`src/hw/rtl/sntp7seg_pkg.sv`:
```
// Shared types, constants and helper functions for the network-time seven-segment display block.
package sntp7seg_pkg;

    localparam int DIGIT_COUNT = 4;
    localparam int TAG_LEN     = 13;

    localparam logic [7:0] CHAR_LF    = 8'd10;
    localparam logic [7:0] CHAR_CR    = 8'd13;
    localparam logic [7:0] CHAR_PLUS  = 8'h2B;
    localparam logic [7:0] CHAR_COLON = 8'h3A;
    localparam logic [7:0] CHAR_NUL   = 8'h00;

    localparam logic [3:0] BLANK_DIGIT = 4'd10;
    localparam logic [3:0] COLON_POINT = 4'h4;

    localparam logic signed [12:0] MAX_HOUR   = 13'sd23;
    localparam logic signed [12:0] MAX_MINUTE = 13'sd59;

    typedef logic [3:0] t_tag_idx;
    localparam t_tag_idx TAG_LAST = 4'(TAG_LEN - 1);

    localparam logic [7:0] TAG_TEXT [TAG_LEN] = '{
        8'h2B, 8'h43, 8'h49, 8'h50, 8'h53, 8'h4E, 8'h54,
        8'h50, 8'h54, 8'h49, 8'h4D, 8'h45, 8'h3A
    };

    localparam logic [6:0] FONT [10] = '{
        7'h3F, 7'h06, 7'h5B, 7'h4F, 7'h66, 7'h6D, 7'h7D, 7'h07, 7'h7F, 7'h6F
    };

    // Commands from the controller to the datapath.
    typedef struct packed {
        logic capture;
        logic step;
        logic commit;
        logic load_out;
    } t_cmd;

    // Status from the datapath to the controller.
    typedef struct packed {
        logic in_tick;
        logic in_eol;
        logic line_nonempty;
        logic walk_done;
        logic out_free;
    } t_status;

    // A character is taken as a signed byte less the code of zero.
    function automatic logic signed [8:0] char_value(input logic [7:0] b);
        return $signed({b[7], b}) - 9'sd48;
    endfunction

    function automatic logic signed [12:0] pair_value(input logic [7:0] hi,
                                                      input logic [7:0] lo);
        logic signed [8:0]  h9;
        logic signed [8:0]  l9;
        logic signed [12:0] h;
        logic signed [12:0] l;
        h9 = char_value(hi);
        l9 = char_value(lo);
        h  = {{4{h9[8]}}, h9};
        l  = {{4{l9[8]}}, l9};
        return (h <<< 3) + (h <<< 1) + l;
    endfunction

    function automatic logic [3:0] tens_of(input logic [5:0] v);
        logic [3:0] t;
        if (v >= 6'd50) begin
            t = 4'd5;
        end else if (v >= 6'd40) begin
            t = 4'd4;
        end else if (v >= 6'd30) begin
            t = 4'd3;
        end else if (v >= 6'd20) begin
            t = 4'd2;
        end else if (v >= 6'd10) begin
            t = 4'd1;
        end else begin
            t = 4'd0;
        end
        return t;
    endfunction

    function automatic logic [3:0] ones_of(input logic [5:0] v);
        logic [5:0] t;
        logic [5:0] r;
        t = {2'b00, tens_of(v)};
        r = v - 6'((t << 3) + (t << 1));
        return r[3:0];
    endfunction

    function automatic logic [6:0] seg_of(input logic [3:0] v);
        logic [6:0] s;
        if (v < BLANK_DIGIT) begin
            s = FONT[v];
        end else begin
            s = '0;
        end
        return s;
    endfunction

endpackage

```
`src/hw/rtl/sntp7seg_if.sv`:
```
// Valid/ready channel interfaces for the input words and the result words.
interface sntp7seg_in_if;
    logic       valid;
    logic       ready;
    logic       action;
    logic [7:0] rx_byte;

    modport source (output valid, action, rx_byte, input ready);
    modport sink   (input valid, action, rx_byte, output ready);
endinterface

interface sntp7seg_out_if;
    logic       valid;
    logic       ready;
    logic       echo_valid;
    logic [7:0] echo_byte;
    logic       time_updated;
    logic       scan_valid;
    logic [3:0] digit_enable_n;
    logic [6:0] segments;
    logic       decimal_point;

    modport source (output valid, echo_valid, echo_byte, time_updated, scan_valid,
                    digit_enable_n, segments, decimal_point, input ready);
    modport sink   (input valid, echo_valid, echo_byte, time_updated, scan_valid,
                    digit_enable_n, segments, decimal_point, output ready);
endinterface

```
`src/hw/rtl/sntp7seg_ctrl.sv`:
```
// Controller state machine: accepts words, sequences the line walk and result load.
module sntp7seg_ctrl (
    input  logic                  i_clk,
    input  logic                  i_rst_n,
    input  logic                  i_in_valid,
    output logic                  o_in_ready,
    input  sntp7seg_pkg::t_status i_st,
    output sntp7seg_pkg::t_cmd    o_cmd
);

    typedef enum logic [3:0] {
        S_IDLE = 4'b0001,
        S_WALK = 4'b0010,
        S_CALC = 4'b0100,
        S_EMIT = 4'b1000
    } t_state;

    t_state r_state;
    t_state n_state;

    always_ff @(posedge i_clk) begin
        if (!i_rst_n) begin
            r_state <= S_IDLE;
        end else begin
            r_state <= n_state;
        end
    end

    always_comb begin
        n_state    = r_state;
        o_cmd      = '0;
        o_in_ready = (r_state == S_IDLE);
        unique case (r_state)
            S_IDLE: begin
                if (i_in_valid) begin
                    o_cmd.capture = 1'b1;
                    // Only a line end with stored bytes needs the walk.
                    if (!i_st.in_tick && i_st.in_eol && i_st.line_nonempty) begin
                        n_state = S_WALK;
                    end else begin
                        n_state = S_EMIT;
                    end
                end
            end
            S_WALK: begin
                o_cmd.step = 1'b1;
                if (i_st.walk_done) begin
                    n_state = S_CALC;
                end
            end
            S_CALC: begin
                o_cmd.commit = 1'b1;
                n_state      = S_EMIT;
            end
            S_EMIT: begin
                if (i_st.out_free) begin
                    o_cmd.load_out = 1'b1;
                    n_state        = S_IDLE;
                end
            end
            default: begin
                n_state = S_IDLE;
            end
        endcase
    end

    a_one_in_flight: assert property (@(posedge i_clk) disable iff (!i_rst_n)
        o_cmd.capture |=> !o_in_ready)
        else $error("a second word was accepted while one is in flight");

    a_calc_then_emit: assert property (@(posedge i_clk) disable iff (!i_rst_n)
        (r_state == S_CALC) |=> (r_state == S_EMIT))
        else $error("time update was not followed by the result load");

endmodule

```
`src/hw/rtl/sntp7seg_dp.sv`:
```
// Datapath: line memory, tag and time scanner, display registers and result register.
module sntp7seg_dp #(
    parameter int LINE_BYTES = 80
) (
    input  logic                  i_clk,
    input  logic                  i_rst_n,
    input  sntp7seg_pkg::t_cmd    i_cmd,
    output sntp7seg_pkg::t_status o_st,
    input  logic                  i_action,
    input  logic [7:0]            i_rx_byte,
    sntp7seg_out_if.source        o_out
);

    localparam int LEN_W = $clog2(LINE_BYTES);
    localparam logic [LEN_W-1:0] LAST_IDX = LEN_W'(LINE_BYTES - 1);

    typedef enum logic [5:0] {
        P_TAG   = 6'b000001,
        P_COLON = 6'b000010,
        P_MIN1  = 6'b000100,
        P_MIN2  = 6'b001000,
        P_DONE  = 6'b010000,
        P_FAIL  = 6'b100000
    } t_phase;

    logic [7:0]       r_store [LINE_BYTES];
    logic [7:0]       r_q;
    logic [LEN_W-1:0] r_len;
    logic [LEN_W-1:0] r_rd_idx;
    logic             r_rd_pend;

    logic             r_action;
    logic [7:0]       r_byte;
    logic             r_updated;
    logic [3:0]       r_digit [sntp7seg_pkg::DIGIT_COUNT];
    logic [3:0]       r_point;
    logic [1:0]       r_scan;

    t_phase                 r_phase, n_phase;
    sntp7seg_pkg::t_tag_idx r_k, n_k;
    logic [1:0]             r_cnt, n_cnt;
    logic [7:0]             r_prev1, n_prev1;
    logic [7:0]             r_prev2, n_prev2;
    logic [7:0]             r_m1, n_m1;
    logic [7:0]             r_m2, n_m2;

    logic             r_out_valid;
    logic             r_echo_valid;
    logic [7:0]       r_echo_byte;
    logic             r_time_updated;
    logic             r_scan_valid;
    logic [3:0]       r_digit_enable_n;
    logic [6:0]       r_segments;
    logic             r_decimal_point;

    logic             in_eol;
    logic             store_en;
    logic             proc_stop;
    logic             issue;
    logic             match;
    logic             time_ok;
    logic signed [12:0] w_hour;
    logic signed [12:0] w_min;

    assign in_eol   = (i_rx_byte == sntp7seg_pkg::CHAR_LF) ||
                      (i_rx_byte == sntp7seg_pkg::CHAR_CR);
    assign store_en = !i_action && !in_eol && (r_len < LAST_IDX);

    assign o_st.in_tick       = i_action;
    assign o_st.in_eol        = in_eol;
    assign o_st.line_nonempty = (r_len != '0);
    assign o_st.out_free      = !r_out_valid || o_out.ready;

    // Scanner for the byte read in the previous cycle. A zero byte ends the line.
    always_comb begin
        n_phase   = r_phase;
        n_k       = r_k;
        n_cnt     = r_cnt;
        n_prev1   = r_prev1;
        n_prev2   = r_prev2;
        n_m1      = r_m1;
        n_m2      = r_m2;
        proc_stop = 1'b0;
        if (r_rd_pend) begin
            if (r_q == sntp7seg_pkg::CHAR_NUL) begin
                proc_stop = 1'b1;
            end else begin
                unique case (r_phase)
                    P_TAG: begin
                        if (r_q == sntp7seg_pkg::TAG_TEXT[r_k]) begin
                            if (r_k == sntp7seg_pkg::TAG_LAST) begin
                                n_phase = P_COLON;
                                n_cnt   = '0;
                            end else begin
                                n_k = r_k + 4'd1;
                            end
                        end else begin
                            // The plus sign occurs only at the head of the tag.
                            n_k = (r_q == sntp7seg_pkg::CHAR_PLUS) ? 4'd1 : 4'd0;
                        end
                    end
                    P_COLON: begin
                        if (r_q == sntp7seg_pkg::CHAR_COLON) begin
                            if (r_cnt == 2'd2) begin
                                n_phase = P_MIN1;
                                n_m1    = '0;
                                n_m2    = '0;
                            end else begin
                                n_phase   = P_FAIL;
                                proc_stop = 1'b1;
                            end
                        end else begin
                            n_prev2 = r_prev1;
                            n_prev1 = r_q;
                            if (r_cnt != 2'd2) begin
                                n_cnt = r_cnt + 2'd1;
                            end
                        end
                    end
                    P_MIN1: begin
                        n_m1    = r_q;
                        n_phase = P_MIN2;
                    end
                    P_MIN2: begin
                        n_m2      = r_q;
                        n_phase   = P_DONE;
                        proc_stop = 1'b1;
                    end
                    P_DONE, P_FAIL: begin
                        proc_stop = 1'b1;
                    end
                    default: begin
                        proc_stop = 1'b1;
                    end
                endcase
            end
        end
    end

    assign issue          = !proc_stop && (r_rd_idx < r_len);
    assign o_st.walk_done = proc_stop || (!r_rd_pend && (r_rd_idx >= r_len));

    assign w_hour  = sntp7seg_pkg::pair_value(r_prev2, r_prev1);
    assign w_min   = sntp7seg_pkg::pair_value(r_m1, r_m2);
    assign match   = (r_phase == P_MIN1) || (r_phase == P_MIN2) || (r_phase == P_DONE);
    assign time_ok = (w_hour >= 13'sd0) && (w_hour <= sntp7seg_pkg::MAX_HOUR) &&
                     (w_min >= 13'sd0) && (w_min <= sntp7seg_pkg::MAX_MINUTE);

    // Line memory: one write port for arriving bytes, one registered read port.
    always_ff @(posedge i_clk) begin
        if (i_cmd.capture && store_en) begin
            r_store[r_len] <= i_rx_byte;
        end
        if (i_cmd.step) begin
            r_q <= r_store[r_rd_idx];
        end
    end

    always_ff @(posedge i_clk) begin
        if (!i_rst_n) begin
            r_len       <= '0;
            r_rd_idx    <= '0;
            r_rd_pend   <= 1'b0;
            r_phase     <= P_TAG;
            r_k         <= '0;
            r_cnt       <= '0;
            r_updated   <= 1'b0;
            r_point     <= '0;
            r_scan      <= '0;
            r_out_valid <= 1'b0;
            for (int i = 0; i < sntp7seg_pkg::DIGIT_COUNT; i++) begin
                r_digit[i] <= sntp7seg_pkg::BLANK_DIGIT;
            end
        end else begin
            if (i_cmd.capture) begin
                r_updated <= 1'b0;
                r_rd_idx  <= '0;
                r_rd_pend <= 1'b0;
                r_phase   <= P_TAG;
                r_k       <= '0;
                r_cnt     <= '0;
                if (store_en) begin
                    r_len <= r_len + LEN_W'(1);
                end
            end
            if (i_cmd.step) begin
                r_rd_idx  <= r_rd_idx + LEN_W'(issue);
                r_rd_pend <= issue;
                r_phase   <= n_phase;
                r_k       <= n_k;
                r_cnt     <= n_cnt;
            end
            if (i_cmd.commit) begin
                r_len <= '0;
                if (match && time_ok) begin
                    r_digit[3] <= sntp7seg_pkg::tens_of(w_hour[5:0]);
                    r_digit[2] <= sntp7seg_pkg::ones_of(w_hour[5:0]);
                    r_digit[1] <= sntp7seg_pkg::tens_of(w_min[5:0]);
                    r_digit[0] <= sntp7seg_pkg::ones_of(w_min[5:0]);
                    r_point    <= sntp7seg_pkg::COLON_POINT;
                    r_updated  <= 1'b1;
                end
            end
            if (i_cmd.load_out) begin
                r_out_valid <= 1'b1;
                if (r_action) begin
                    r_scan <= r_scan + 2'd1;
                end
            end else if (o_out.ready) begin
                r_out_valid <= 1'b0;
            end
        end
    end

    always_ff @(posedge i_clk) begin
        if (i_cmd.capture) begin
            r_action <= i_action;
            r_byte   <= i_rx_byte;
        end
        if (i_cmd.step) begin
            r_prev1 <= n_prev1;
            r_prev2 <= n_prev2;
            r_m1    <= n_m1;
            r_m2    <= n_m2;
        end
        if (i_cmd.load_out) begin
            if (r_action) begin
                r_echo_valid     <= 1'b0;
                r_echo_byte      <= '0;
                r_time_updated   <= 1'b0;
                r_scan_valid     <= 1'b1;
                r_digit_enable_n <= ~(4'b0001 << r_scan);
                r_segments       <= sntp7seg_pkg::seg_of(r_digit[r_scan]);
                r_decimal_point  <= r_point[r_scan];
            end else begin
                r_echo_valid     <= 1'b1;
                r_echo_byte      <= r_byte;
                r_time_updated   <= r_updated;
                r_scan_valid     <= 1'b0;
                r_digit_enable_n <= 4'hF;
                r_segments       <= '0;
                r_decimal_point  <= 1'b0;
            end
        end
    end

    assign o_out.valid          = r_out_valid;
    assign o_out.echo_valid     = r_echo_valid;
    assign o_out.echo_byte      = r_echo_byte;
    assign o_out.time_updated   = r_time_updated;
    assign o_out.scan_valid     = r_scan_valid;
    assign o_out.digit_enable_n = r_digit_enable_n;
    assign o_out.segments       = r_segments;
    assign o_out.decimal_point  = r_decimal_point;

    a_two_hour_chars: assert property (@(posedge i_clk) disable iff (!i_rst_n)
        (r_phase == P_MIN1) |-> (r_cnt == 2'd2))
        else $error("minute capture entered without two hour characters");

    a_len_bound: assert property (@(posedge i_clk) disable iff (!i_rst_n)
        1'b1 |-> (r_len <= LAST_IDX))
        else $error("line length ran past the memory");

    a_scan_word: assert property (@(posedge i_clk) disable iff (!i_rst_n)
        (o_out.valid && o_out.scan_valid) |->
            ($onehot(~o_out.digit_enable_n) && !o_out.echo_valid && !o_out.time_updated))
        else $error("scan word does not select exactly one digit");

    a_point_on_update: assert property (@(posedge i_clk) disable iff (!i_rst_n)
        $rose(r_updated) |-> (r_point == sntp7seg_pkg::COLON_POINT))
        else $error("time update without the colon point");

endmodule

```
`src/hw/rtl/sntp_time_line_to_seven_segment_core.sv`:
```
// A scan tick or an ordinary byte gives its result word from the output register; no new word
// is accepted until that result has been loaded, which waits while the output is held off.
// A line end walks the line memory one stored byte per cycle through its registered read port.
// Reset (synchronous, active low) empties the line, blanks all digits, clears the points
// and returns the scan to the rightmost digit; the line memory itself is not cleared.
module sntp_time_line_to_seven_segment_core #(
    parameter int LINE_BYTES = 80
) (
    input  logic            i_clk,
    input  logic            i_rst_n,
    sntp7seg_in_if.sink     i_in,
    sntp7seg_out_if.source  o_out
);

    sntp7seg_pkg::t_cmd    w_cmd;
    sntp7seg_pkg::t_status w_st;
    logic                  w_in_ready;

    assign i_in.ready = w_in_ready;

    sntp7seg_ctrl u_ctrl (
        .i_clk      (i_clk),
        .i_rst_n    (i_rst_n),
        .i_in_valid (i_in.valid),
        .o_in_ready (w_in_ready),
        .i_st       (w_st),
        .o_cmd      (w_cmd)
    );

    sntp7seg_dp #(
        .LINE_BYTES (LINE_BYTES)
    ) u_dp (
        .i_clk     (i_clk),
        .i_rst_n   (i_rst_n),
        .i_cmd     (w_cmd),
        .o_st      (w_st),
        .i_action  (i_in.action),
        .i_rx_byte (i_in.rx_byte),
        .o_out     (o_out)
    );

endmodule

```
`src/flat_wrapper.sv`:
```
// flat-port wrapper written by rule: the top's interface ports become plain ports
module sntp_time_line_to_seven_segment_core_flat 
#(
    parameter int LINE_BYTES = 80
)
  (i_clk, i_rst_n, i_in_valid, i_in_action, i_in_rx_byte, i_in_ready, o_out_valid, o_out_echo_valid, o_out_echo_byte, o_out_time_updated, o_out_scan_valid, o_out_digit_enable_n, o_out_segments, o_out_decimal_point, o_out_ready);
  sntp7seg_in_if i_in_i ();
  sntp7seg_out_if o_out_i ();
  input  logic i_clk;
  input  logic i_rst_n;
  input wire logic [$bits(i_in_i.valid)-1:0] i_in_valid;
  input wire logic [$bits(i_in_i.action)-1:0] i_in_action;
  input wire logic [$bits(i_in_i.rx_byte)-1:0] i_in_rx_byte;
  output wire logic [$bits(i_in_i.ready)-1:0] i_in_ready;
  output wire logic [$bits(o_out_i.valid)-1:0] o_out_valid;
  output wire logic [$bits(o_out_i.echo_valid)-1:0] o_out_echo_valid;
  output wire logic [$bits(o_out_i.echo_byte)-1:0] o_out_echo_byte;
  output wire logic [$bits(o_out_i.time_updated)-1:0] o_out_time_updated;
  output wire logic [$bits(o_out_i.scan_valid)-1:0] o_out_scan_valid;
  output wire logic [$bits(o_out_i.digit_enable_n)-1:0] o_out_digit_enable_n;
  output wire logic [$bits(o_out_i.segments)-1:0] o_out_segments;
  output wire logic [$bits(o_out_i.decimal_point)-1:0] o_out_decimal_point;
  input wire logic [$bits(o_out_i.ready)-1:0] o_out_ready;
  assign i_in_i.valid = i_in_valid;
  assign i_in_i.action = i_in_action;
  assign i_in_i.rx_byte = i_in_rx_byte;
  assign i_in_ready = i_in_i.ready;
  assign o_out_valid = o_out_i.valid;
  assign o_out_echo_valid = o_out_i.echo_valid;
  assign o_out_echo_byte = o_out_i.echo_byte;
  assign o_out_time_updated = o_out_i.time_updated;
  assign o_out_scan_valid = o_out_i.scan_valid;
  assign o_out_digit_enable_n = o_out_i.digit_enable_n;
  assign o_out_segments = o_out_i.segments;
  assign o_out_decimal_point = o_out_i.decimal_point;
  assign o_out_i.ready = o_out_ready;
  sntp_time_line_to_seven_segment_core #(.LINE_BYTES(LINE_BYTES)) u_core (.i_clk(i_clk), .i_rst_n(i_rst_n), .i_in(i_in_i), .o_out(o_out_i));
endmodule
```
`config.mk`:
```
export PLATFORM = sky130hd
export DESIGN_NAME = sntp_time_line_to_seven_segment_core_flat
export DESIGN_NICKNAME = d
export VERILOG_FILES = /design/src/hw/rtl/sntp7seg_pkg.sv /design/src/hw/rtl/sntp7seg_if.sv /design/src/hw/rtl/sntp7seg_ctrl.sv /design/src/hw/rtl/sntp7seg_dp.sv /design/src/hw/rtl/sntp_time_line_to_seven_segment_core.sv /design/src/flat_wrapper.sv
export SDC_FILE = /design/constraint.sdc
export NUM_CORES = 1
export LEC_CHECK = 0
export ABC_AREA = 1
export BUFFER_PORTS_ARGS = -buffer_cell sky130_fd_sc_hd__buf_2
export CAP_MARGIN = 10
export CORE_MARGIN = 2
export CORE_UTILIZATION = 30
export CTS_CLUSTER_SIZE = 28
export DETAILED_ROUTE_END_ITERATION = 10
export GPL_TIMING_DRIVEN = 0
export SLEW_MARGIN = 5
export SYNTH_ARGS = -nofsm -noshare
export SYNTH_HDL_FRONTEND = slang
export SYNTH_SLANG_ARGS = --single-unit
```
`constraint.sdc`:
```
create_clock -name i_clk -period 7.5 [get_ports i_clk]
set_input_delay 0.375 -clock i_clk [delete_from_list [all_inputs] [get_ports i_clk]]
set_output_delay 0.375 -clock i_clk [all_outputs]
set_load 0.03 [all_outputs]
```
==> results of run 1 <==
-- worst max path at each step --
| stage | depth (start not counted) | to | slack (ns) | from |
|---|---|---|---|---|
| finish | 16 | u_core.u_dp.r_digit[3][3] | 3.40 | u_core.u_dp.r_prev2[4] |
| global route | 17 | u_core.u_dp.r_digit[3][3] | 3.03 | u_core.u_dp.r_m1[4] |
| CTS | 16 | u_core.u_dp.r_digit[3][3] | 3.36 | u_core.u_dp.r_prev2[4] |
| detailed placement | 16 | u_core.u_dp.r_digit[2][0] | 3.37 | u_core.u_dp.r_prev2[4] |
| global placement | 6 | u_core.u_dp.r_scan[0] | 1.64 | o_out_ready |
| floorplan | 6 | flip-flop | 3.76 | u_core.u_ctrl.r_state[1] |
-- per-stage QoR --
| stage | util (%) | hold slack, ns | cells | cell area (µm²) |
|---|---|---|---|---|
| 3_3_place_gp | 32.01 | 0.4347 | 4562 | 35920 |
| 6_report | 34.47 | 0.07506 | 4718 | 38670 |
| 2_1_floorplan | - | 0.4187 | 3026 | 33860 |
| 3_5_place_dp | 32.24 | 0.4418 | 4575 | 36170 |
| 4_1_cts | 34.47 | 0.05090 | 4716 | 38670 |
| 5_1_grt | 34.47 | 0.08232 | 4717 | 38670 |
-- layout make-up --
| cell class | count | area [µm²] |
|---|---|---|
| Antenna cell | 2 | 5.005 |
| Fill cell | 11140 | 73520 |
| Tap cell | 1500 | 1877 |
| Buffer | 153 | 651.9 |
| Clock inverter | 33 | 317.8 |
| Sequential cell | 766 | 22610 |
| Multi-Input combinational cell | 1911 | 9867 |
| Clock buffer | 106 | 2161 |
| Timing Repair Buffer | 51 | 446.7 |
| Inverter | 196 | 735.7 |
-- where the power goes --
| group | total, mW | switching (mW) | internal, mW |
|---|---|---|---|
| clock | 3.81 | 1.70 | 2.12 |
| combinational | 0.533 | 0.391 | 0.143 |
| sequential | 4.78 | 0.0326 | 4.74 |
| total | 9.12 | 2.12 | 7.00 |
-- cells by family (layout without fill, tap and decap cells) --
logic type,count (synthesis),after routing,synth area share (%)
xor gates and xnor gates,18,18,0.4660
AOI/OAI and AO/OA,631,631,10.27
adders and majority gates,94,94,3.876
buffers and inverters,349,539,4.102
other,1,11,0.01108
DFF,766,766,66.84
and+or+nand+nor,1159,1159,14.44
-- routing by layer --
layer | track usage, % | share of wire [%] | vias to the layer above
li1 | - | - | 10990
met1 | 22.58 | 42 | 11670
met2 | 26.49 | 46 | 1056
met3 | 3.153 | 8.4 | 214
met4 | 7.246 | 4.1 | 0
met5 | 0 | 0 | -
-- Yosys cell counts (12+ instances only) --
master,number,area share (%)
nand4_1,32,0.59
nor3_1,15,0.22
nor2_1,529,5.9
edfxtp_1,727,65
o21ai_1,15,0.22
clkbuf_1,98,1.1
dfxtp_1,39,2.3
fa_1,18,1.1
o221ai_1,15,0.39
nand2_1,399,4.4
inv_2,12,0.13
xor2_1,15,0.39
ha_1,76,2.8
inv_1,184,2.0
o21ai_0,361,5.3
o22ai_1,144,2.7
buf_2,37,0.55
nand3_1,140,2.1
a21oi_1,66,0.98
-- worst min-delay path, stage by stage --
cell and delay [ns]:
buf_2 0.11, or2_2 0.12, nand3_1 0.07
-- repair_timing --
action / CTS / global route
hold buffers: 2 / 0
endpoints found under the hold margin: 6 / 0
setup endpoints to repair: 0 / 0
==> metrics.md, run 1 <==
| Metric | Value |
|---|---|
| Status | `complete, no violations` |
| Dpl ws | `~3.4 ns` |
| Initial Util | `a little under a third` |
| Total length of routed wires | `roughly 99000 µm` |
| CP bufs+invs | `1` |
| # DRC | `0` |
| Via density | `5.073` |
| CP startpoint kind | `flip-flop` |
| Top_reg_cell synth | `edfxtp_1` |
| MaxCap Viol Count | `0` |
| Unrepaired setup endpoints after global routing | `no` |
| Worst path most repeated cell | `nand2_1` |
| # clock sinks | `between 700 and 800` |
| R2R Path End | `u_core.u_dp.r_digit[3][3]` |
| Max reg flops | `640` |
| Worst Setup End Kind | `flip-flop` |
| Synthesized instance count | `slightly above 3000` |
| Pwr Density | `235.9 nW/µm²` |
| Mean cell area of the mapped netlist | `about 11 µm²` |
| Clock Tree Root | `clkbuf_16` |
| Post-route worst setup slack | `3.401 ns` |
| Distinct cell type count after synthesis | `52` |
| H-tree Lvls | `3` |
| Largest net degree at the start of global routing | `84` |
| Crit path largest cell delay | `approximately 0.45 ns` |
| Lkg Pwr | `13.68 nW` |
| Clock transition at path regs | `0.06 ns` |
| Die width | `approximately 340 µm` |
| Pwr Total | `roughly 9.1 mW` |
| Setup TNS | `0 ns` |
| Vias | `about 24000` |
| CP max stage cell | `edfxtp_1` |
| Post-CTS Setup Bufs | `0` |
| Layout cells sized above 1 | `~7.7%` |
| Core area | `~110000 µm²` |
| Tot GR Track Use | `16.79%` |
| Synth Register Bits | `approximately 770` |
| Slew Viols, Final | `0` |
| Largest regs | `u_core.u_dp.r_store (640), u_core.u_dp.r_digit (16)` |
| Final hold vios | `0` |
| CP max FO | `15` |
| Worst hold path class | `in2reg` |
| Synthesis warning total | `0` |
| Peak supply drop | `approximately 0.18 mV` |
| Number of global-route vias before repair | `~23000` |
| Wire per inst | `around 21 µm` |
| Grt ovf | `0` |
| Hold Path Origin | `i_in_valid` |
| Layout net count | `between 3000 and 4000` |
| PostCTS Resize Cnt | `0` |
| Clock Path Buffers | `3` |
| Number of antenna-violating nets in the routed design | `0` |
| CTS buffer count | `slightly below 80` |
| Most frequent cells in the layout | `727 x edfxtp_1, 529 x nor2_1, 399 x nand2_1, 361 x o21ai_0, 184 x inv_1` |
| Final Cycle Share | `54.66%` |
| R2r setup slk | `about 3.4 ns` |
| Port bufs | `36` |
| Max Freq | `0.2439 GHz` |
| Register area share after synthesis | `between 60% and 70%` |
| Detail Placement HPWL | `between 60000 and 70000 µm` |
| CTS tree | `built` |
| Worst path arrival time | `around 4.4 ns` |
| Die area | `~120000 µm²` |
| Reg2reg path depth | `16` |
| Worst-skew pair later-pin latency | `0.67 ns` |
| Antenna violations before repair | `2` |
| Critical Path RT | `about 7.8 ns` |
| Worst Hold End | `u_core.u_ctrl.r_state[0]` |
| Async SR Flop Fraction | `0%` |
| Cell chain of the critical path | `ha_1 -> xor2_1 -> ha_1 -> inv_1 -> fa_1 -> ha_1 -> nand2_1 -> nor2_1 -> nand3_1 -> nand3_1 -> nand2_1 -> nand2_1 -> nand4_1 -> nor3_1 -> nand2_1 -> nand2_1` |
| DIE HEIGHT | `around 340 µm` |
| # rows | `roughly 120` |
| Commonest non-fill, non-tap cell in the layout | `edfxtp_1` |
| Hold path cells | `3` |
| 1st-iter DRT viols | `approximately 2600` |
| I/O Pins | `38` |
| Global-route wire length before repair | `between 100000 and 150000 µm` |
| CP delay by family, top | `simple AND/OR/NAND/NOR gates` |
| Least-Margin Pin Slew | `around 1.2 ns` |
| Largest register by flop count | `u_core.u_dp.r_store` |
| Critical R2R Launch | `u_core.u_dp.r_prev2[4]` |
| Post-route minimum period | `approximately 4 ns` |
| Slew headroom | `about 17%` |
| Setup Crit Path Kind | `reg2reg` |
| EDFF count, synth | `727` |
| TritonRoute pass-1 iters | `6` |
| Syn-to-layout area delta | `14.32%` |
| Routability Congestion | `0.9447` |
| Area of the mapped netlist | `approximately 34000 µm²` |
| Final setup vio count | `0` |
| Clock Skew | `between 0.03 and 0.04 ns` |
No activity file was read; power rests on OpenSTA's default activity.
==> inputs of run 2 (changes only) <==
==> constraint.sdc (replaced) <==
create_clock -name i_clk -period 3.72 [get_ports i_clk]
set_input_delay 0.186 -clock i_clk [delete_from_list [all_inputs] [get_ports i_clk]]
set_output_delay 0.186 -clock i_clk [all_outputs]
set_load 0.03 [all_outputs]
==> run 2 against run 1 <==
  * First-iteration DRC count rose by 6.5%
  * Worst setup slack got worse by 3.2 ns
  * Sequential cell count did not move
  * Critical path type unchanged
  * Clock skew rose by 0.014 ns
  * Clock-buffer cell count fell by 3
  * Critical endpoint is now u_core.u_dp.r_digit[0][3]
  * Maximum frequency rose by 15%
==> metrics.md, run 2 (synthesized netlist as in run 1, its figures left out) <==
| Metric | Value |
|---|---|
| Status | `complete, no violations` |
| Cell chain of the critical path | `fa_1 -> ha_4 -> ha_4 -> inv_1 -> fa_2 -> xor2_2 -> o21ai_0 -> nand2_1 -> inv_1 -> ha_1 -> xnor2_1 -> xor2_1 -> xor2_1 -> nand4_1` |
| Worst setup path startpoint | `u_core.u_dp.r_m1[0]` |
| Peak supply drop | `0.3608 mV` |
| Final hold vios | `0` |
| Clock Skew | `0.05340 ns` |
| # rows | `123` |
| Least-Margin Pin Slew | `between 1 and 1.5 ns` |
| Die width | `339.8 µm` |
| CTS tree | `built` |
| CP bufs+invs | `2` |
| Setup Crit Path Kind | `reg2reg` |
| Routability Congestion | `0.9491` |
| CP startpoint kind | `flip-flop` |
| TritonRoute pass-1 iters | `8` |
| # clock sinks | `about 770` |
| R2r setup slk | `0.15 ns` |
| Total length of routed wires | `99170 µm` |
| Antenna violations before repair | `1` |
| Vias | `between 20000 and 25000` |
| Cell area after layout | `between 30000 and 40000 µm²` |
| Lkg Pwr | `around 14 nW` |
| Setup TNS | `0 ns` |
| H-tree Lvls | `3` |
| CP delay by family, top | `adder cells` |
| Final Cycle Share | `a little over nine tenths` |
| 1st-iter DRT viols | `2779` |
| Port bufs | `36` |
| Max reg flops | `640` |
| Largest register by flop count | `u_core.u_dp.r_store` |
| Critical R2R Launch | `u_core.u_dp.r_m1[0]` |
| CP max FO | `3` |
| Fillers | `11050` |
| MaxCap Viol Count | `0` |
| Worst-skew pair later-pin latency | `between 0.6 and 0.7 ns` |
| Via density | `between 5 and 6` |
| Final setup vio count | `0` |
| Largest regs | `u_core.u_dp.r_store (640), u_core.u_dp.r_digit (16)` |
| Commonest non-fill, non-tap cell in the layout | `edfxtp_1` |
| Worst Setup End Kind | `flip-flop` |
| Initial Util | `a little over 30%` |
| Crit path largest cell delay | `0.54 ns` |
| Critical Path RT | `about 4.0 ns` |
| CP max stage cell | `fa_1` |
| Die area | `about 120000 µm²` |
| Most frequent cells in the layout | `727 x edfxtp_1, 525 x nor2_1, 392 x nand2_1, 360 x o21ai_0, 182 x inv_1` |
| Clock Path Buffers | `3` |
| I/O Pins | `38` |
| Clock Tree Root | `clkbuf_16` |
| Critical path destination | `u_core.u_dp.r_digit[0][3]` |
| Global-route wire length before repair | `146000 µm` |
| Number of antenna-violating nets in the routed design | `0` |
| Layout cells sized above 1 | `9.254%` |
| Slew headroom | `a little under a quarter` |
| Tot GR Track Use | `approximately 17%` |
| # DRC | `0` |
| Wire per inst | `around 21 µm` |
| Worst hold path class | `in2reg` |
| Syn-to-layout area delta | `15.67%` |
| CTS buffer count | `between 70 and 80` |
| Core area | `112200 µm²` |
| Clock transition at path regs | `0.06 ns` |
| Largest net degree at the start of global routing | `80` |
| Number of global-route vias before repair | `about 23000` |
| WHS | `slightly below 0.02 ns` |
| Reg2reg path depth | `14` |
| Worst path arrival time | `just under 4 ns` |
| Slew Viols, Final | `0` |
| Max Freq | `about 0.28 GHz` |
| Post-route minimum period | `3.566 ns` |
| R2R Path End | `u_core.u_dp.r_digit[0][3]` |
| Detail Placement HPWL | `just under 70000 µm` |
| CP Depth | `14` |
| Pwr Density | `470.1 nW/µm²` |
| DIE HEIGHT | `roughly 340 µm` |
| Dpl cell area | `about 36000 µm²` |
| Layout net count | `3284` |
| Grt ovf | `0` |
==> run 2: cell count changes in the layout (fill, tap and decap cells not counted), sizes merged <==
| cell | change |
|---|---|
| clkinv | +10 |
| dlygate4sd3 | +6 |
| diode | -1 |
| clkbuf | -3 |
| inv | -3 |
| nand2 | +1 |
| bufinv | +2 |
| buf | +13 |
==> run 2: how the worst min path moves through the flow <==
stage,startpoint,to,slack [ns],cells after the start
finish,i_in_rx_byte[4],u_core.u_dp.r_store[53][4],0.02,1
CTS,i_in_rx_byte[4],u_core.u_dp.r_store[53][4],0.004,1
global route,i_in_rx_byte[4],u_core.u_dp.r_store[53][4],0.01,1
global placement,u_core.u_dp.r_prev1[3],u_core.u_dp.r_prev2[3],0.44,0
detailed placement,u_core.u_dp.r_prev1[4],u_core.u_dp.r_prev2[4],0.44,0
floorplan,i_in_action,u_core.u_dp.r_action,0.28,0
==> run 2: layout make-up <==
cell class	count	area, µm²	share of cell area [%]
diodes	1	2.502	0.006395
plain buffers	152	649.4	1.660
clock buffers	103	2077	5.308
clock inverters	42	407.9	1.042
inverters	196	738.2	1.887
multi-input cells	1912	10140	25.92
flip-flops and latches	766	22610	57.79
well taps	1500	1877	4.796
repair buffers	71	625.6	1.599
==> run 2: stage by stage <==
stage                     std cells  total power [mW]  setup WS [ns]  utilization (%)
after global routing           4742             18.94       -0.03099            34.88
after global placement         4562             10.85        -0.3708            32.02
final                          4743             18.40         0.1538            34.88
after detailed placement       4573             10.89        -0.3807            32.25
after CTS                      4729             18.51        0.01409            34.59
after floorplan                3026             10.44        0.08279                -
==> run 2: power by group <==
group	leakage (nW)	internal, mW	switching (mW)
clock network	1.19	4.26	3.42
registers	6.89	9.56	0.0644
logic	5.71	0.293	0.798
total	13.8	14.1	4.28
==> run 2: timing repair <==
item	4_1_cts	5_1_grt
gates resized for setup	12	40
cloned	1	0
pin swaps	7	30
hold buffers	8	0
setup buffers	2	14
endpoints found under the setup margin	28	33
endpoints found under the hold margin	84	0
==> run 2: metal layers <==
metal  routed length [µm]  track usage (%)  up-vias
li1                     -                -    11040
met1                40900            21.93    11480
met2                44870            26.56     1123
met3                 9011            4.172      256
met4                 4391            7.181        0
met5                    0                0        -
